==> config.mk <==
export PLATFORM = sky130hd
export DESIGN_NAME = app_info_header_parser_unit_flat
export DESIGN_NICKNAME = d
export VERILOG_FILES = /design/src/aihp_pkg.sv /design/src/aihp_if.sv /design/src/aihp_parser.sv /design/src/app_info_header_parser_unit.sv /design/src/flat_wrapper.sv
export SDC_FILE = /design/constraint.sdc
export NUM_CORES = 1
export LEC_CHECK = 0
export ABC_AREA = 1
export BUFFER_PORTS_ARGS = -buffer_cell sky130_fd_sc_hd__buf_2
export CORE_AREA = 2 2 118 120
export CTS_BUF_LIST = sky130_fd_sc_hd__clkbuf_16
export DETAILED_ROUTE_END_ITERATION = 8
export DIE_AREA = 0 0 120 122
export HOLD_SLACK_MARGIN = 0.02
export PLACE_DENSITY = 0.74
export SYNTH_ARGS = -nofsm -noshare
export SYNTH_HDL_FRONTEND = slang
export SYNTH_SLANG_ARGS = --single-unit
==> constraint.sdc <==
create_clock -name clk_i -period 3.1 [get_ports clk_i]
set_input_delay 0 -clock clk_i [delete_from_list [all_inputs] [get_ports clk_i]]
set_output_delay 0 -clock clk_i [all_outputs]
set_load 0.02 [all_outputs]
==> src/aihp_pkg.sv <==
package aihp_pkg;

  typedef enum logic [3:0] {
    PH_MAGIC   = 4'd0,
    PH_LEVEL   = 4'd1,
    PH_ZERO    = 4'd2,
    PH_VERSION = 4'd3,
    PH_MAP     = 4'd4,
    PH_DEVID   = 4'd5,
    PH_DATE    = 4'd6,
    PH_TIME    = 4'd7,
    PH_PNAME   = 4'd8,
    PH_PVER    = 4'd9,
    PH_XLEN    = 4'd10,
    PH_XDATA   = 4'd11,
    PH_TRAIL   = 4'd12,
    PH_DONE    = 4'd13,
    PH_BAD     = 4'd14,
    PH_NONE    = 4'd15
  } phase_e;

  typedef enum logic [1:0] {
    ST_OK         = 2'd0,
    ST_TOO_SHORT  = 2'd1,
    ST_BAD_FORMAT = 2'd2
  } status_e;

  localparam logic [2:0] FID_DEVID = 3'd0;
  localparam logic [2:0] FID_DATE  = 3'd1;
  localparam logic [2:0] FID_TIME  = 3'd2;
  localparam logic [2:0] FID_PNAME = 3'd3;
  localparam logic [2:0] FID_PVER  = 3'd4;
  localparam logic [2:0] FID_XDATA = 3'd5;

  localparam logic [7:0] MAGIC_LEN     = 8'd5;
  localparam logic [7:0] CHAR_SHORT    = 8'h32;  // '2'
  localparam logic [7:0] CHAR_LONG     = 8'h67;  // 'g'
  localparam logic [7:0] CHAR_DOT      = 8'h2E;
  localparam logic [7:0] CHAR_ONE      = 8'h31;
  localparam logic [7:0] CHAR_NINE     = 8'h39;
  localparam logic [7:0] CHAR_ZERO     = 8'h30;
  localparam logic [7:0] VERSION_MIN   = 8'd1;
  localparam logic [7:0] VERSION_MAX   = 8'd3;
  localparam logic [7:0] MAP_V3        = 8'h1F;
  localparam logic [3:0] LEVEL_UNDEF   = 4'd10;
  localparam logic [8:0] POS_MAX       = 9'h1FF;
  localparam logic [8:0] MIN_BLOCK_POS = 9'd8;

  typedef struct packed {
    logic       byte_valid;
    logic [2:0] field_id;
    logic [7:0] field_offset;
    logic [7:0] field_byte;
    logic       done_res;
    status_e    status;
    logic [7:0] block_version;
    logic [7:0] content_map;
    logic [3:0] info_level;
  } result_t;

  function automatic logic [7:0] magic_char(input logic [2:0] idx);
    logic [7:0] c;
    case (idx)
      3'd0:    c = 8'h4C;  // 'L'
      3'd1:    c = 8'h78;  // 'x'
      3'd2:    c = 8'h5F;  // '_'
      3'd3:    c = 8'h3F;  // '?'
      3'd4:    c = 8'h7A;  // 'z'
      default: c = 8'h00;
    endcase
    return c;
  endfunction

  // rows: field id, columns: version - 1
  function automatic logic [7:0] field_len(input logic [2:0] fid, input logic [1:0] vidx);
    logic [7:0] n;
    case ({fid, vidx})
      {FID_DEVID, 2'd0}: n = 8'd16;
      {FID_DEVID, 2'd1}: n = 8'd17;
      {FID_DEVID, 2'd2}: n = 8'd29;
      {FID_DATE,  2'd0}: n = 8'd11;
      {FID_DATE,  2'd1}: n = 8'd12;
      {FID_DATE,  2'd2}: n = 8'd12;
      {FID_TIME,  2'd0}: n = 8'd8;
      {FID_TIME,  2'd1}: n = 8'd9;
      {FID_TIME,  2'd2}: n = 8'd9;
      {FID_PNAME, 2'd0}: n = 8'd15;
      {FID_PNAME, 2'd1}: n = 8'd16;
      {FID_PNAME, 2'd2}: n = 8'd33;
      {FID_PVER,  2'd0}: n = 8'd10;
      {FID_PVER,  2'd1}: n = 8'd11;
      {FID_PVER,  2'd2}: n = 8'd17;
      default:           n = 8'd1;
    endcase
    return n;
  endfunction

endpackage

==> src/aihp_if.sv <==
interface aihp_in_if;
  logic       valid;
  logic       ready;
  logic [7:0] data_byte;
  logic       last_byte;

  modport source(output valid, output data_byte, output last_byte, input ready);
  modport sink(input valid, input data_byte, input last_byte, output ready);
endinterface

interface aihp_out_if;
  logic       valid;
  logic       ready;
  logic       byte_valid;
  logic [2:0] field_id;
  logic [7:0] field_offset;
  logic [7:0] field_byte;
  logic       done_res;
  logic [1:0] status;
  logic [7:0] block_version;
  logic [7:0] content_map;
  logic [3:0] info_level;

  modport source(output valid, output byte_valid, output field_id, output field_offset,
                 output field_byte, output done_res, output status, output block_version,
                 output content_map, output info_level, input ready);
  modport sink(input valid, input byte_valid, input field_id, input field_offset,
               input field_byte, input done_res, input status, input block_version,
               input content_map, input info_level, output ready);
endinterface

==> src/aihp_parser.sv <==
module aihp_parser (
  input  logic              clk_i,
  input  logic              rst_ni,
  input  logic              accept_i,
  input  logic [7:0]        data_byte_i,
  input  logic              last_byte_i,
  output logic              res_valid_o,
  output aihp_pkg::result_t res_o
);
  import aihp_pkg::*;

  phase_e     phase_q, phase_d;
  logic [8:0] pos_q, pos_d;
  logic [7:0] off_q, off_d;
  logic       long_q, long_d;
  logic       bad_q, bad_d;
  logic [7:0] version_q, version_d;
  logic [7:0] map_q, map_d;
  logic [3:0] level_q, level_d;
  logic [7:0] xlen_q, xlen_d;
  logic       complete_q, complete_d;

  logic       emit;
  logic [2:0] fid;
  logic [7:0] off_inc;
  logic [3:0] next_start;
  phase_e     first_from_map;
  phase_e     first_from_next;
  status_e    status;

  function automatic logic present(input logic [3:0] ph, input logic [7:0] m);
    logic r;
    case (ph)
      PH_DEVID:          r = m[0];
      PH_DATE, PH_TIME:  r = m[1];
      PH_PNAME:          r = m[2];
      PH_PVER:           r = m[2] & m[3];
      PH_XLEN:           r = m[4];
      default:           r = 1'b0;
    endcase
    return r;
  endfunction

  function automatic phase_e first_field(input logic [3:0] start, input logic [7:0] m);
    phase_e r;
    r = PH_NONE;
    for (int p = PH_XLEN; p >= PH_DEVID; p--) begin
      if (4'(p) >= start && present(4'(p), m)) begin
        r = phase_e'(4'(p));
      end
    end
    return r;
  endfunction

  function automatic logic [3:0] level_code(input logic [7:0] c);
    logic [7:0] diff;
    logic [3:0] r;
    diff = c - CHAR_ZERO;
    if (c == CHAR_DOT) begin
      r = 4'd0;
    end else if (c >= CHAR_ONE && c <= CHAR_NINE) begin
      r = diff[3:0];
    end else begin
      r = LEVEL_UNDEF;
    end
    return r;
  endfunction

  assign fid        = 3'(phase_q - PH_DEVID);
  assign off_inc    = off_q + 8'd1;
  assign next_start = phase_q + 4'd1;

  always_comb begin
    first_from_map  = first_field(PH_DEVID, (phase_q == PH_MAP) ? data_byte_i : MAP_V3);
    first_from_next = first_field(next_start, map_q);
  end

  always_comb begin
    phase_d    = phase_q;
    off_d      = off_q;
    long_d     = long_q;
    bad_d      = bad_q;
    version_d  = version_q;
    map_d      = map_q;
    level_d    = level_q;
    xlen_d     = xlen_q;
    complete_d = complete_q;
    emit       = 1'b0;
    case (phase_q)
      PH_MAGIC: begin
        if (pos_q < 9'(MAGIC_LEN)) begin
          if (data_byte_i != magic_char(pos_q[2:0])) bad_d = 1'b1;
        end else begin
          if (data_byte_i == CHAR_SHORT) begin
            long_d = 1'b0;
          end else if (data_byte_i == CHAR_LONG) begin
            long_d = 1'b1;
          end else begin
            bad_d = 1'b1;
          end
          phase_d = PH_LEVEL;
        end
      end
      PH_LEVEL: begin
        level_d = level_code(data_byte_i);
        if (long_q) begin
          phase_d = PH_ZERO;
        end else begin
          phase_d = bad_q ? PH_BAD : PH_VERSION;
        end
      end
      PH_ZERO: begin
        bad_d   = bad_q | (data_byte_i != 8'd0);
        phase_d = bad_d ? PH_BAD : PH_VERSION;
      end
      PH_VERSION: begin
        version_d = data_byte_i;
        if (data_byte_i < VERSION_MIN || data_byte_i > VERSION_MAX) begin
          phase_d = PH_BAD;
        end else if (data_byte_i == VERSION_MAX) begin
          map_d = MAP_V3;
        end else begin
          phase_d = PH_MAP;
        end
      end
      PH_MAP: begin
        map_d = data_byte_i;
      end
      PH_DEVID, PH_DATE, PH_TIME, PH_PNAME, PH_PVER: begin
        emit  = 1'b1;
        off_d = off_inc;
        if (off_inc >= field_len(fid, 2'(version_q - 8'd1))) begin
          phase_d = (first_from_next == PH_NONE) ? PH_TRAIL : first_from_next;
          off_d   = 8'd0;
        end
      end
      PH_XLEN: begin
        xlen_d  = data_byte_i;
        off_d   = 8'd0;
        phase_d = (data_byte_i == 8'd0) ? PH_TRAIL : PH_XDATA;
      end
      PH_XDATA: begin
        emit  = 1'b1;
        off_d = off_inc;
        if (off_inc >= xlen_q) begin
          complete_d = 1'b1;
          phase_d    = PH_DONE;
        end
      end
      PH_TRAIL: begin
        complete_d = 1'b1;
        phase_d    = PH_DONE;
      end
      default: ;
    endcase
    // entering the field section after the map (or an implied map)
    if ((phase_q == PH_MAP) ||
        (phase_q == PH_VERSION && data_byte_i == VERSION_MAX)) begin
      off_d = 8'd0;
      if (first_from_map == PH_NONE) begin
        complete_d = 1'b1;
        phase_d    = PH_DONE;
      end else begin
        phase_d = first_from_map;
      end
    end
  end

  always_comb begin
    if (pos_q < MIN_BLOCK_POS) begin
      status = ST_TOO_SHORT;
    end else if (bad_d || phase_d == PH_BAD) begin
      status = ST_BAD_FORMAT;
    end else if (complete_d) begin
      status = ST_OK;
    end else begin
      status = ST_TOO_SHORT;
    end
  end

  always_comb begin
    res_valid_o         = emit | last_byte_i;
    res_o               = '0;
    res_o.status        = ST_OK;
    if (emit) begin
      res_o.byte_valid   = 1'b1;
      res_o.field_id     = (phase_q == PH_XDATA) ? FID_XDATA : fid;
      res_o.field_offset = off_q;
      res_o.field_byte   = data_byte_i;
    end
    if (last_byte_i) begin
      res_o.done_res      = 1'b1;
      res_o.status        = status;
      res_o.block_version = version_d;
      res_o.content_map   = map_d;
      res_o.info_level    = level_d;
    end
  end

  assign pos_d = (pos_q != POS_MAX) ? pos_q + 9'd1 : pos_q;

  always_ff @(posedge clk_i or negedge rst_ni) begin
    if (!rst_ni) begin
      phase_q    <= PH_MAGIC;
      pos_q      <= '0;
      off_q      <= '0;
      long_q     <= 1'b0;
      bad_q      <= 1'b0;
      version_q  <= '0;
      map_q      <= '0;
      level_q    <= '0;
      xlen_q     <= '0;
      complete_q <= 1'b0;
    end else if (accept_i) begin
      if (last_byte_i) begin
        phase_q    <= PH_MAGIC;
        pos_q      <= '0;
        off_q      <= '0;
        long_q     <= 1'b0;
        bad_q      <= 1'b0;
        version_q  <= '0;
        map_q      <= '0;
        level_q    <= '0;
        xlen_q     <= '0;
        complete_q <= 1'b0;
      end else begin
        phase_q    <= phase_d;
        pos_q      <= pos_d;
        off_q      <= off_d;
        long_q     <= long_d;
        bad_q      <= bad_d;
        version_q  <= version_d;
        map_q      <= map_d;
        level_q    <= level_d;
        xlen_q     <= xlen_d;
        complete_q <= complete_d;
      end
    end
  end

  a_restart: assert property (@(posedge clk_i) disable iff (!rst_ni)
    accept_i && last_byte_i |=> phase_q == PH_MAGIC && pos_q == 9'd0 && !bad_q)
    else $error("parser did not restart after last byte");

  a_emit_phase: assert property (@(posedge clk_i) disable iff (!rst_ni)
    accept_i && emit |-> phase_q == PH_DEVID || phase_q == PH_DATE || phase_q == PH_TIME ||
                         phase_q == PH_PNAME || phase_q == PH_PVER || phase_q == PH_XDATA)
    else $error("payload byte emitted outside a field");

  a_ok_len: assert property (@(posedge clk_i) disable iff (!rst_ni)
    accept_i && last_byte_i && res_o.status == ST_OK |-> pos_q >= MIN_BLOCK_POS && complete_d)
    else $error("ok status on short or unfinished block");

endmodule

==> src/app_info_header_parser_unit.sv <==
// Output: a result transaction appears in the cycle after its byte is accepted.
// Throughput: one byte per cycle; the parse state advances in the accepting cycle,
//   and a new byte is taken in the same cycle the held result is taken; a stalled
//   result holds off input.
// Reset: rst_ni asynchronous, active low; clears the parse state to the magic phase
//   and empties the output register. The parser also restarts after each last byte.
module app_info_header_parser_unit (
  input  logic clk_i,
  input  logic rst_ni,
  aihp_in_if.sink    in_i,
  aihp_out_if.source out_o
);
  import aihp_pkg::*;

  logic    accept;
  logic    res_valid;
  result_t res;
  logic    out_valid_q;
  result_t res_q;

  assign in_i.ready = !out_valid_q || out_o.ready;
  assign accept     = in_i.valid && in_i.ready;

  aihp_parser u_parser (
    .clk_i       (clk_i),
    .rst_ni      (rst_ni),
    .accept_i    (accept),
    .data_byte_i (in_i.data_byte),
    .last_byte_i (in_i.last_byte),
    .res_valid_o (res_valid),
    .res_o       (res)
  );

  always_ff @(posedge clk_i or negedge rst_ni) begin
    if (!rst_ni) begin
      out_valid_q <= 1'b0;
    end else if (in_i.ready) begin
      out_valid_q <= accept && res_valid;
    end
  end

  always_ff @(posedge clk_i) begin
    if (accept && res_valid) begin
      res_q <= res;
    end
  end

  assign out_o.valid         = out_valid_q;
  assign out_o.byte_valid    = res_q.byte_valid;
  assign out_o.field_id      = res_q.field_id;
  assign out_o.field_offset  = res_q.field_offset;
  assign out_o.field_byte    = res_q.field_byte;
  assign out_o.done_res      = res_q.done_res;
  assign out_o.status        = res_q.status;
  assign out_o.block_version = res_q.block_version;
  assign out_o.content_map   = res_q.content_map;
  assign out_o.info_level    = res_q.info_level;

  a_no_overwrite: assert property (@(posedge clk_i) disable iff (!rst_ni)
    accept |-> !out_valid_q || out_o.ready)
    else $error("input taken while result transaction stalled");

  a_drain: assert property (@(posedge clk_i) disable iff (!rst_ni)
    out_valid_q && out_o.ready && !in_i.valid |=> !out_valid_q)
    else $error("result transaction repeated");

  a_fid_range: assert property (@(posedge clk_i) disable iff (!rst_ni)
    out_valid_q && out_o.byte_valid |-> out_o.field_id <= FID_XDATA)
    else $error("field id out of range");

endmodule
==> src/flat_wrapper.sv <==
// flat-port wrapper written by rule: the top's interface ports become plain ports
module app_info_header_parser_unit_flat import aihp_pkg::*;
  (clk_i, rst_ni, in_i_valid, in_i_data_byte, in_i_last_byte, in_i_ready, out_o_valid, out_o_byte_valid, out_o_field_id, out_o_field_offset, out_o_field_byte, out_o_done_res, out_o_status, out_o_block_version, out_o_content_map, out_o_info_level, out_o_ready);
  aihp_in_if in_i_i ();
  aihp_out_if out_o_i ();
  input  logic clk_i;
  input  logic rst_ni;
  input wire logic [$bits(in_i_i.valid)-1:0] in_i_valid;
  input wire logic [$bits(in_i_i.data_byte)-1:0] in_i_data_byte;
  input wire logic [$bits(in_i_i.last_byte)-1:0] in_i_last_byte;
  output wire logic [$bits(in_i_i.ready)-1:0] in_i_ready;
  output wire logic [$bits(out_o_i.valid)-1:0] out_o_valid;
  output wire logic [$bits(out_o_i.byte_valid)-1:0] out_o_byte_valid;
  output wire logic [$bits(out_o_i.field_id)-1:0] out_o_field_id;
  output wire logic [$bits(out_o_i.field_offset)-1:0] out_o_field_offset;
  output wire logic [$bits(out_o_i.field_byte)-1:0] out_o_field_byte;
  output wire logic [$bits(out_o_i.done_res)-1:0] out_o_done_res;
  output wire logic [$bits(out_o_i.status)-1:0] out_o_status;
  output wire logic [$bits(out_o_i.block_version)-1:0] out_o_block_version;
  output wire logic [$bits(out_o_i.content_map)-1:0] out_o_content_map;
  output wire logic [$bits(out_o_i.info_level)-1:0] out_o_info_level;
  input wire logic [$bits(out_o_i.ready)-1:0] out_o_ready;
  assign in_i_i.valid = in_i_valid;
  assign in_i_i.data_byte = in_i_data_byte;
  assign in_i_i.last_byte = in_i_last_byte;
  assign in_i_ready = in_i_i.ready;
  assign out_o_valid = out_o_i.valid;
  assign out_o_byte_valid = out_o_i.byte_valid;
  assign out_o_field_id = out_o_i.field_id;
  assign out_o_field_offset = out_o_i.field_offset;
  assign out_o_field_byte = out_o_i.field_byte;
  assign out_o_done_res = out_o_i.done_res;
  assign out_o_status = out_o_i.status;
  assign out_o_block_version = out_o_i.block_version;
  assign out_o_content_map = out_o_i.content_map;
  assign out_o_info_level = out_o_i.info_level;
  assign out_o_i.ready = out_o_ready;
  app_info_header_parser_unit u_core (.clk_i(clk_i), .rst_ni(rst_ni), .in_i(in_i_i), .out_o(out_o_i));
endmodule
After elaboration in Yosys (flattened, before gate mapping)
Memories as Yosys holds them, arrays and structs flattened.
Cells that the tools add are included.
- $add $sub $neg: 6
- magnitude comparators: 14
- equal/unequal tests: 26
- mux-type cells: 71
- bitwise operators: 6
- reduce and logical (&&, ||, !) cells: 32
- operator list (kind ; number):
    $mux W8 ; 13
    $mux W4 ; 24
    $pmux W7 S5 ; 1
    $eq A4 B4 Y1 const B ; 8
    $pmux W4 S8 ; 1
    $pmux W8 S3 ; 1
    $mux W23 ; 1
    $mux W20 ; 1
    $mux W9 ; 2
    $eq A4 B3 Y1 const B ; 4
    $eq A8 B6 Y1 const B ; 2
    $ge A8 B8 Y1 ; 2
    $mux W1 ; 16
    $pmux W8 S2 ; 1
    $mux W3 ; 5
    $ge A3 B4 Y1 const A ; 3
    $ge A4 B4 Y1 const A ; 3
    $logic_and A1 B1 Y1 ; 10
    $add A9 B1 Y9 const B ; 1
    $lt A9 B3 Y1 const B ; 1
    $lt A9 B4 Y1 const B ; 1
    $ne A9 B9 Y1 const B ; 1
    $add A8 B1 Y8 const B ; 1
    $eq A4 B2 Y1 const B ; 2
    36 further kinds ; 50
- bits in registers: 96
- bits in read-only memories: 192
- input bits: 13
- output and inout port bits: 45
- memories kept: 1
- memory list (memory ; depth ; width ; read ports ; clocked after Yosys merged registers in ; write ports ; line ; source):
    (no name shown) ; 32 ; 6 ; 1 ; 0 ; 0 ; aihp_pkg.sv:77 ; case ({fid, vidx})

Logic depth before layout (Yosys ltp)
Gate-level depths: netlist (run 1).
- word-level depth: 19
- depth in mapped cells: 31

By module
From an unflattened synthesis (run 1), not the netlist that was laid out.
- cells, all modules: 714
- area, all modules: 5851.9 um^2
- by module, submodules not included (module ; times used ; cells each ; area each (um^2) ; sequential area each (um^2)):
    aihp_parser ; 1 ; 662 ; 4496.8 ; 1301.2
    app_info_header_parser_unit ; 1 ; 52 ; 1355.0 ; 1316.3

Least setup slack after synthesis (run 1)
No wires, ideal clock.
- kind: flip-flop to flip-flop
- start: reg u_core.u_parser.phase_q[0]
- end: reg u_core.res_q (netlist bit u_core.out_o.status[0]) (data pin)
- setup time: 0.258 ns
- data arrival time: 3.038 ns
- setup slack: -0.195 ns
- stages on the path, launching flop included: 29
- cells stage by stage: dfrtp_1 > buf_2 > inv_1 > ha_1 > nand2_2 > inv_2 > nor2_1 > inv_1 > nand2_1 > o311ai_0 > ha_1 > inv_1 > nand2_1 > nand2_1 > nand2_1 > nand2_1 > nand2_1 > nand2_1 > nand2_1 > nand2_1 > nand2_4 > nand2_1 > nand3_1 > nand3_1 > nand2_1 > a21oi_2 > nand3_2 > nand3_2 > a21oi_2
- word-level cells in the longest chain between the ends: 18
- elaborated cells between the ends (all ways): 66
- classes of those cells: 2 x add/sub; 7 x order compare; 15 x eq/ne; 29 x mux; 1 x bitwise; 11 x reduce/logical; 1 x memory
- ends and longest elaborated chain (item ; line ; source):
    from (decl) ; aihp_parser.sv:12 ; phase_e phase_q, phase_d;
    from (signal assigned) ; aihp_parser.sv:227 ; phase_q <= phase_d;
    $add A4 B1 Y4 ; aihp_parser.sv:71 ; assign next_start = phase_q + 4'd1;
    $ge A4 B4 Y1 ; aihp_parser.sv:48 ; if (4'(p) >= start && present(4'(p), m)) begin
    $logic_and A1 B1 Y1 ; aihp_parser.sv:48 ;
    $mux W3 (2 in series) ; aihp_parser.sv:48 ;
    $mux W4 (4 in series) ; aihp_parser.sv:48 ;
    $eq A4 B4 Y1 ; aihp_parser.sv:133 ; phase_d = (first_from_next == PH_NONE) ? PH_TRAIL : first_from_next;
    $mux W4 ; aihp_parser.sv:133 ;
    $mux W4 ; aihp_parser.sv:132 ; if (off_inc >= field_len(fid, 2'(version_q - 8'd1))) begin
    $pmux W4 S8 ; aihp_parser.sv:89 ; case (phase_q)
    $mux W4 ; aihp_parser.sv:157 ; if ((phase_q == PH_MAP) ||
    $eq A4 B4 Y1 ; aihp_parser.sv:172 ; end else if (bad_d || phase_d == PH_BAD) begin
    $logic_or A1 B1 Y1 ; aihp_parser.sv:172 ;
    $mux W2 (*) ; aihp_parser.sv:172 ;
    $mux W2 (*) ; aihp_parser.sv:170 ; if (pos_q < MIN_BLOCK_POS) begin
    to (signal assigned) ; app_info_header_parser_unit.sv:44 ; res_q <= res;
    to (decl) ; app_info_header_parser_unit.sv:19 ; result_t res_q;
Mark *: on every way between the ends. The rest lies on a longest branch, timed or not. The select of a mux whose other input is x is not followed.
A chain may end at the register's enable or synchronous reset.

Final worst setup path (run 1)
- start: reg u_core.u_parser.phase_q[1]
- end: reg u_core.res_q (netlist bit u_core.out_o.status[0]) (data pin)
Same word-level chain as after synthesis.

==> results of run 1 <==
-- flip-flops by register name, summed over array words and instances (netlist names) --
name	flops
u_core.out_o.valid	1
u_core.u_parser.level_q	4
u_core.out_o.field_byte	8
u_core.u_parser.off_q	8
u_core.out_o.info_level	4
u_core.out_o.done_res	1
u_core.u_parser.map_q	8
u_core.out_o.byte_valid	1
u_core.u_parser.complete_q	1
u_core.u_parser.bad_q	1
u_core.out_o.block_version	8
u_core.out_o.field_offset	8
u_core.u_parser.pos_q	9
u_core.out_o.field_id	3
u_core.out_o.content_map	8
u_core.u_parser.long_q	1
u_core.u_parser.phase_q	4
u_core.u_parser.xlen_q	8
u_core.out_o.status	2
u_core.u_parser.version_q	8
-- layer usage --
metal / track usage, % / vias to the layer above / share of wire, %
met5: 0 / - / 0
met2: 35.7 / 143 / 49
li1: - / 2510 / -
met4: 10.0 / 0 / 2.6
met1: 25.7 / 2378 / 43
met3: 3.23 / 28 / 4.8
-- final timing paths --
check	cells after the start	slack, ps	end
setup / recovery	27	170	u_core.out_o.status[0]$_SDFFCE_PN0P_
hold / removal	3	60	u_core.out_o.field_byte[3]$_SDFFCE_PN0P_
setup reg to reg	27	170	u_core.out_o.status[0]$_SDFFCE_PN0P_
hold reg to reg	2	480	u_core.u_parser.version_q[2]$_DFFE_PN0P_
max in group asynchronous	3	2040	u_core.u_parser.off_q[6]$_DFFE_PN0P_
min in group asynchronous	2	230	u_core.u_parser.pos_q[8]$_DFFE_PN0P_
-- power groups by stage --
stage          sequential (W)  combinational (W)  clock, W
2_1_floorplan         0.00183            0.00228         0
3_3_place_gp          0.00174            0.00309         0
3_5_place_dp          0.00175            0.00313         0
4_1_cts               0.00172            0.00317   0.00111
5_1_grt               0.00176            0.00381   0.00115
6_report              0.00173            0.00343   0.00108
-- synthesized netlist by cell type, types with 13 or more instances --
| master | instances |
|---|---|
| a21oi_1 | 20 |
| dfrtp_1 | 53 |
| edfxtp_1 | 43 |
| ha_1 | 33 |
| inv_1 | 109 |
| nand2_1 | 151 |
| nand3_1 | 30 |
| nor2_1 | 60 |
| nor3_1 | 13 |
| o21ai_0 | 47 |
| o22ai_1 | 30 |
-- critical path: cells and delay by family (launching register included) --
family                     cells  cell delay (ps)
buffers and inverters          5              350
AOI/OAI and AO/OA              3              300
adders and majority gates      2              450
DFF                            1              360
and+or+nand+nor               17             1180
-- area by class of cell --
| class | count | area [um^2] | share of cell area, % |
|---|---|---|---|
| Tap cell | 180 | 225 | 3.26 |
| Inverter | 122 | 460 | 6.67 |
| Clock buffer | 9 | 225 | 3.26 |
| Timing Repair Buffer | 85 | 515 | 7.46 |
| Clock inverter | 7 | 58.8 | 0.851 |
| Multi-Input combinational cell | 476 | 2800 | 40.6 |
| Sequential cell | 96 | 2620 | 37.9 |
-- logic make-up (layout without fill, tap and decap cells) --
kind of cell / after synthesis / count (layout)
compound gates: 124 / 124
xor+xnor: 12 / 12
fa+ha+maj: 33 / 33
buf+inv: 136 / 223
flops: 96 / 96
simple gates: 307 / 307
-- per-stage QoR --
step	std cells	TNS [ps]	hold WS (ps)	area [um^2]
CTS	972	0	45.3	6810
detailed placement	948	0	96.4	6440
global placement	948	0	95.7	6440
global route	975	-30.2	61.1	6910
floorplan	708	0	-296	5880
finish	975	0	56.2	6910
-- what timing repair did --
action | in CTS | in global routing
buffers inserted | 0 | 3
endpoints found under the hold margin | 35 | 0
endpoints found under the setup margin | 0 | 9
gates resized for setup | 0 | 19
hold buffers | 8 | 0
==> impl_metrics.json, run 1 <==
{
  "p_sw_w": 0.00289,
  "avgSynthCellArea_um2": 8.30,
  "setup_slack_ps": 170,
  "drt-total-wl_mm": 14.7,
  "num-nets-final": 836,
  "final_cell_mix": "nand2_1 (148), inv_1 (104), nor2_1 (59), buf_2 (57), dfrtp_1 (52)",
  "max_cap_viol_count": 0,
  "n_antenna_cell": 0,
  "numCtsBuffers": 9,
  "crit_type": "reg -> reg",
  "switching_share_pct": 46.2,
  "pwr_density_cell_nw_per_um2": 904,
  "ys_top_cells_by_area": "dfrtp_1 (23%), edfxtp_1 (22%), nand2_1 (9.7%)",
  "synth_compound_area_share_pct": 12.7,
  "grt-ovfl-total": 0,
  "synth_top_family_by_area": "simple AND/OR/NAND/NOR gates",
  "combPwrFrac_pct": 54.9,
  "drc": 0,
  "power_w": 0.00624,
  "crit_path_max_incr_delay_ps": 360,
  "dpl_worst_slack_ps": 22.4,
  "start_kind": "register",
  "ios": 58,
  "core_um2": 13500,
  "ant_nets": 0,
  "vias": 5059,
  "postSynthCellCount": 708,
  "p_int_w": 0.00336,
  "rows": 43,
  "synth_area_um2": 5870,
  "hold_path_class": "in -> reg",
  "antenna_found_initial": 0,
  "synth_xor_area_share_pct": 1.79,
  "synth_edf_count": 43,
  "path_common_cell": "nand2_1",
  "crit_fanout": 5,
  "firstDrtPassIters": 7,
  "period_minus_slack_ps": 2930,
  "drt-wirelength-per-cell_um": 15.1,
  "clk_latency_ps": 360,
  "cts_root_buf": "clkbuf_16",
  "crit_required_ps": 3190,
  "synth_adder_area_share_pct": 7.03,
  "drt_iter0_markers": 451,
  "synth.distinct_cells": 43,
  "die_x_um": 120,
  "cts_tree": "yes",
  "critPathCaptureType": "register",
  "numPortBuffers": 57,
  "synth_top_area_share_pct": 22.6,
  "drive_gt1_share_pct": 20.9,
  "ys_ff_latch": 96,
  "clkSlewWorstSetupHoldPaths_ps": 70,
  "ys_seq_area_share_pct": 44.6,
  "die_h_um": 122,
  "muxShareOfSynthArea_pct": 0,
  "finalSetupViolCount": 0,
  "cts_buffer_depth": 2,
  "min_from": "in_i_data_byte[3]",
  "fillers": 1253,
  "ir_drop_mv": 0.354,
  "relSlewSlack_pct": 43.0,
  "syn_nets": 754,
  "seqPwrFrac_pct": 27.8,
  "cp_slowest_cell": "dfrtp_1",
  "synth_flop_cell": "dfrtp_1",
  "fin_util_pct": 51.1,
  "start_util_pct": 43.5,
  "vias_per_cell": 5.19,
  "hold_viol_final": 0,
  "reg2reg_from": "u_core.u_parser.phase_q[1]$_DFFE_PN0P_",
  "grtUsageTotal_pct": 20.8,
  "grt_pass1_wl_mm": 23.6,
  "grt_max_degree": 32,
  "fin_crit_sh_pct": 94.5,
  "yosysTopAreaCell": "dfrtp_1",
  "yosysWarnings": 0,
  "yosys.area_share.simple_pct": 24.9,
  "cts.sinks": 96,
  "syn_to_final_growth_pct": 17.6,
  "clkPwrFrac_pct": 17.4,
  "cts_max_level": 3,
  "max_freq_ghz": 0.341,
  "cp.arrival_ps": 3020,
  "fin_worst_skew_ps": 10.8,
  "die_area_um2": 14600,
  "final_common_cell": "nand2_1",
  "dp.final_hpwl_mm": 10.7,
  "gp_congestion": 0.888,
  "grt_pass1_vias": 4885,
  "worstMarginPinSlew_ps": 853,
  "async_reset_ff_share_pct": 55.2,
  "maxSlewViolCount": 0,
  "p_leak_nw": 3.29,
  "status": "completed",
  "worstSetupStartpoint": "u_core.u_parser.phase_q[1]$_DFFE_PN0P_"
}
Power figures use the tool's default switching activity.
==> inputs of run 2 (changes only) <==
Settings changed: CORE_AREA 2 2 118 120 to 8 8 124 126, CTS_BUF_LIST sky130_fd_sc_hd__clkbuf_16 to sky130_fd_sc_hd__clkbuf_8, DIE_AREA 0 0 120 122 to 0 0 132 134, PLACE_DENSITY 0.74 to 0.71.
Clock period 3.1 ns to 3 ns, I/O delays scaled along.
==> run 2 against run 1 <==
  * Via count is 0.14% lower
  * Maximum frequency fell by 0.82%
  * Non-clock buffer count is 8 higher
  * Highest routed layer unchanged
  * Count of clock-buffer cells in the layout unchanged
  * Total power is essentially flat
  * Largest power group unchanged
  * Critical path type unchanged
  * Combinational power is 5% higher
  * Setup slack got worse by 120 ps
  * Sequential power rose by 3%
==> impl_metrics.json, run 2 (synthesized netlist as in run 1, its figures left out) <==
{
  "drt_iter0_markers": 400,
  "worstSetupStartpoint": "u_core.u_parser.phase_q[0]$_DFFE_PN0P_",
  "max_cap_viol_count": 0,
  "max_freq_ghz": 0.339,
  "worstMarginPinSlew_ps": 891,
  "cts_root_buf": "clkbuf_8",
  "final_cell_mix": "nand2_1 (146), inv_1 (107), nor2_1 (58), buf_2 (57), dfrtp_1 (53)",
  "maxSlewViolCount": 0,
  "numPortBuffers": 57,
  "cp-endpoint": "u_core.out_o.status[0]$_SDFFCE_PN0P_",
  "period_minus_slack_ps": 2950,
  "rrSetupSlack_ps": 50,
  "core_um2": 13500,
  "start_kind": "register",
  "numCtsBuffers": 9,
  "cp.arrival_ps": 3060,
  "p_leak_nw": 3.30,
  "ios": 58,
  "cts_buffer_depth": 2,
  "drt-total-wl_mm": 14.8,
  "dpl_worst_slack_ps": 43.8,
  "vias": 5052,
  "cts.sinks": 96,
  "finalSetupViolCount": 0,
  "syn_to_final_growth_pct": 17.2,
  "grtUsageTotal_pct": 17.0,
  "clkSlewWorstSetupHoldPaths_ps": 90,
  "die_area_um2": 17700,
  "top_register": "u_core.u_parser.pos_q",
  "grt_pass1_wl_mm": 24.3,
  "fin_crit_sh_pct": 98.5,
  "rows": 43,
  "clk_latency_ps": 390,
  "r2r_end": "u_core.out_o.status[0]$_SDFFCE_PN0P_",
  "pwr_density_cell_nw_per_um2": 908,
  "antenna_found_initial": 0,
  "grt_max_degree": 38,
  "grt_pass1_vias": 4856,
  "final_cell_count_no_fill": 983,
  "crit_fanout": 5,
  "num-nets-final": 844,
  "ir_drop_mv": 0.372,
  "setup_tns_ps": 0,
  "drc": 0,
  "gp_congestion": 0.907,
  "cts_max_level": 3,
  "relSlewSlack_pct": 40.6,
  "drt-wirelength-per-cell_um": 15.0,
  "fin_worst_skew_ps": 18.7,
  "final_common_cell": "nand2_1",
  "grt-ovfl-total": 0,
  "cts_tree": "yes",
  "firstDrtPassIters": 5,
  "whs_ps": 43.7,
  "crit_required_ps": 3100,
  "ant_nets": 0,
  "drive_gt1_share_pct": 21.3,
  "reg2reg_depth": 22,
  "die_x_um": 132,
  "vias_per_cell": 5.14,
  "largest_reg_flops": 9,
  "dp_cells": 953,
  "rsz0062_at_grt": "true",
  "crit_type": "reg -> reg",
  "hold_viol_final": 0,
  "n_antenna_cell": 0,
  "reg2reg_from": "u_core.u_parser.phase_q[0]$_DFFE_PN0P_",
  "dp.final_hpwl_mm": 11.0,
  "die_h_um": 134,
  "status": "completed",
  "critPathCaptureType": "register",
  "start_util_pct": 43.5,
  "setup_slack_ps": 46.2,
  "hold_path_class": "in -> reg"
}
[run 2: changes by cell type in the layout (fill, tap and decap cells not counted), moves of 3 or more]
cell | before | now
nand2_2 | 12 | 15
inv_2 | 18 | 15
clkbuf_16 | 9 | 0
buf_4 | 20 | 25
clkbuf_8 | 0 | 9
inv_1 | 104 | 107
[run 2: worst min-delay path by stage]
stage,from,endpoint,depth (start not counted)
floorplan,rst_ni,u_core.out_o.valid$_DFFE_PN0N_,0
global placement,rst_ni,u_core.u_parser.pos_q[4]$_DFFE_PN0P_,1
detailed placement,rst_ni,u_core.u_parser.pos_q[4]$_DFFE_PN0P_,1
CTS,in_i_data_byte[0],u_core.out_o.field_byte[0]$_SDFFCE_PN0P_,3
global route,in_i_data_byte[0],u_core.out_o.field_byte[0]$_SDFFCE_PN0P_,3
finish,in_i_data_byte[0],u_core.out_o.field_byte[0]$_SDFFCE_PN0P_,3
[run 2: metal layers]
layer | share of wire, % | track usage, % | up-vias
li1 | - | - | 2517
met1 | 44 | 20.4 | 2347
met5 | 0 | 0 | -
met2 | 49 | 28.8 | 168
met4 | 1.9 | 6.19 | 0
met3 | 5.8 | 4.41 | 20
[run 2: what timing repair did]
action                                 CTS  global route
gates resized for setup                  0            11
endpoints found under the hold margin   47             0
buffers inserted                         0             4
setup endpoints to repair                0            10
hold buffers                            10             0
[run 2: layout make-up]
| class | instances | area [um^2] |
|---|---|---|
| clock buffer | 9 | 124 |
| clock inverter | 7 | 72.6 |
| fill | 1264 | 6620 |
| inverter | 122 | 464 |
| multi-input combinational | 476 | 2790 |
| sequential | 96 | 2620 |
| tap | 180 | 225 |
| timing repair buffer | 93 | 593 |
[run 2: critical path: stages, from the launching register on]
cell and delay (ps):
dfrtp_1 400, clkinvlp_4 120, ha_4 180, nand2_2 70, inv_2 50, nor2_4 150, buf_4 130, nand3_1 80
ha_1 330, a21oi_2 190, nand2_4 90, nor2_8 170, nand2_4 80, nand2_1 60, nand3_1 60, nand2_1 70
nand2_1 50, nand2_1 70, nand2_1 60, inv_1 60, nand3_2 90, nand3_2 80, a21oi_2 50
[run 2: where the power goes]
part / switching [W] / internal [W]
sequential: 0.000135 / 0.00164
combinational: 0.00230 / 0.00130
clock: 0.000483 / 0.000389
total: 0.00292 / 0.00333
[run 2: metrics by stage]
stage / power (W) / cell area (um^2) / utilization [%]
6_report: 0.00625 / 6880 / 51.0
5_1_grt: 0.00679 / 6880 / 51.0
4_1_cts: 0.00603 / 6810 / 50.4
3_5_place_dp: 0.00514 / 6520 / 48.3
3_3_place_gp: 0.00511 / 6520 / 48.3
2_1_floorplan: 0.00433 / 5910 / -
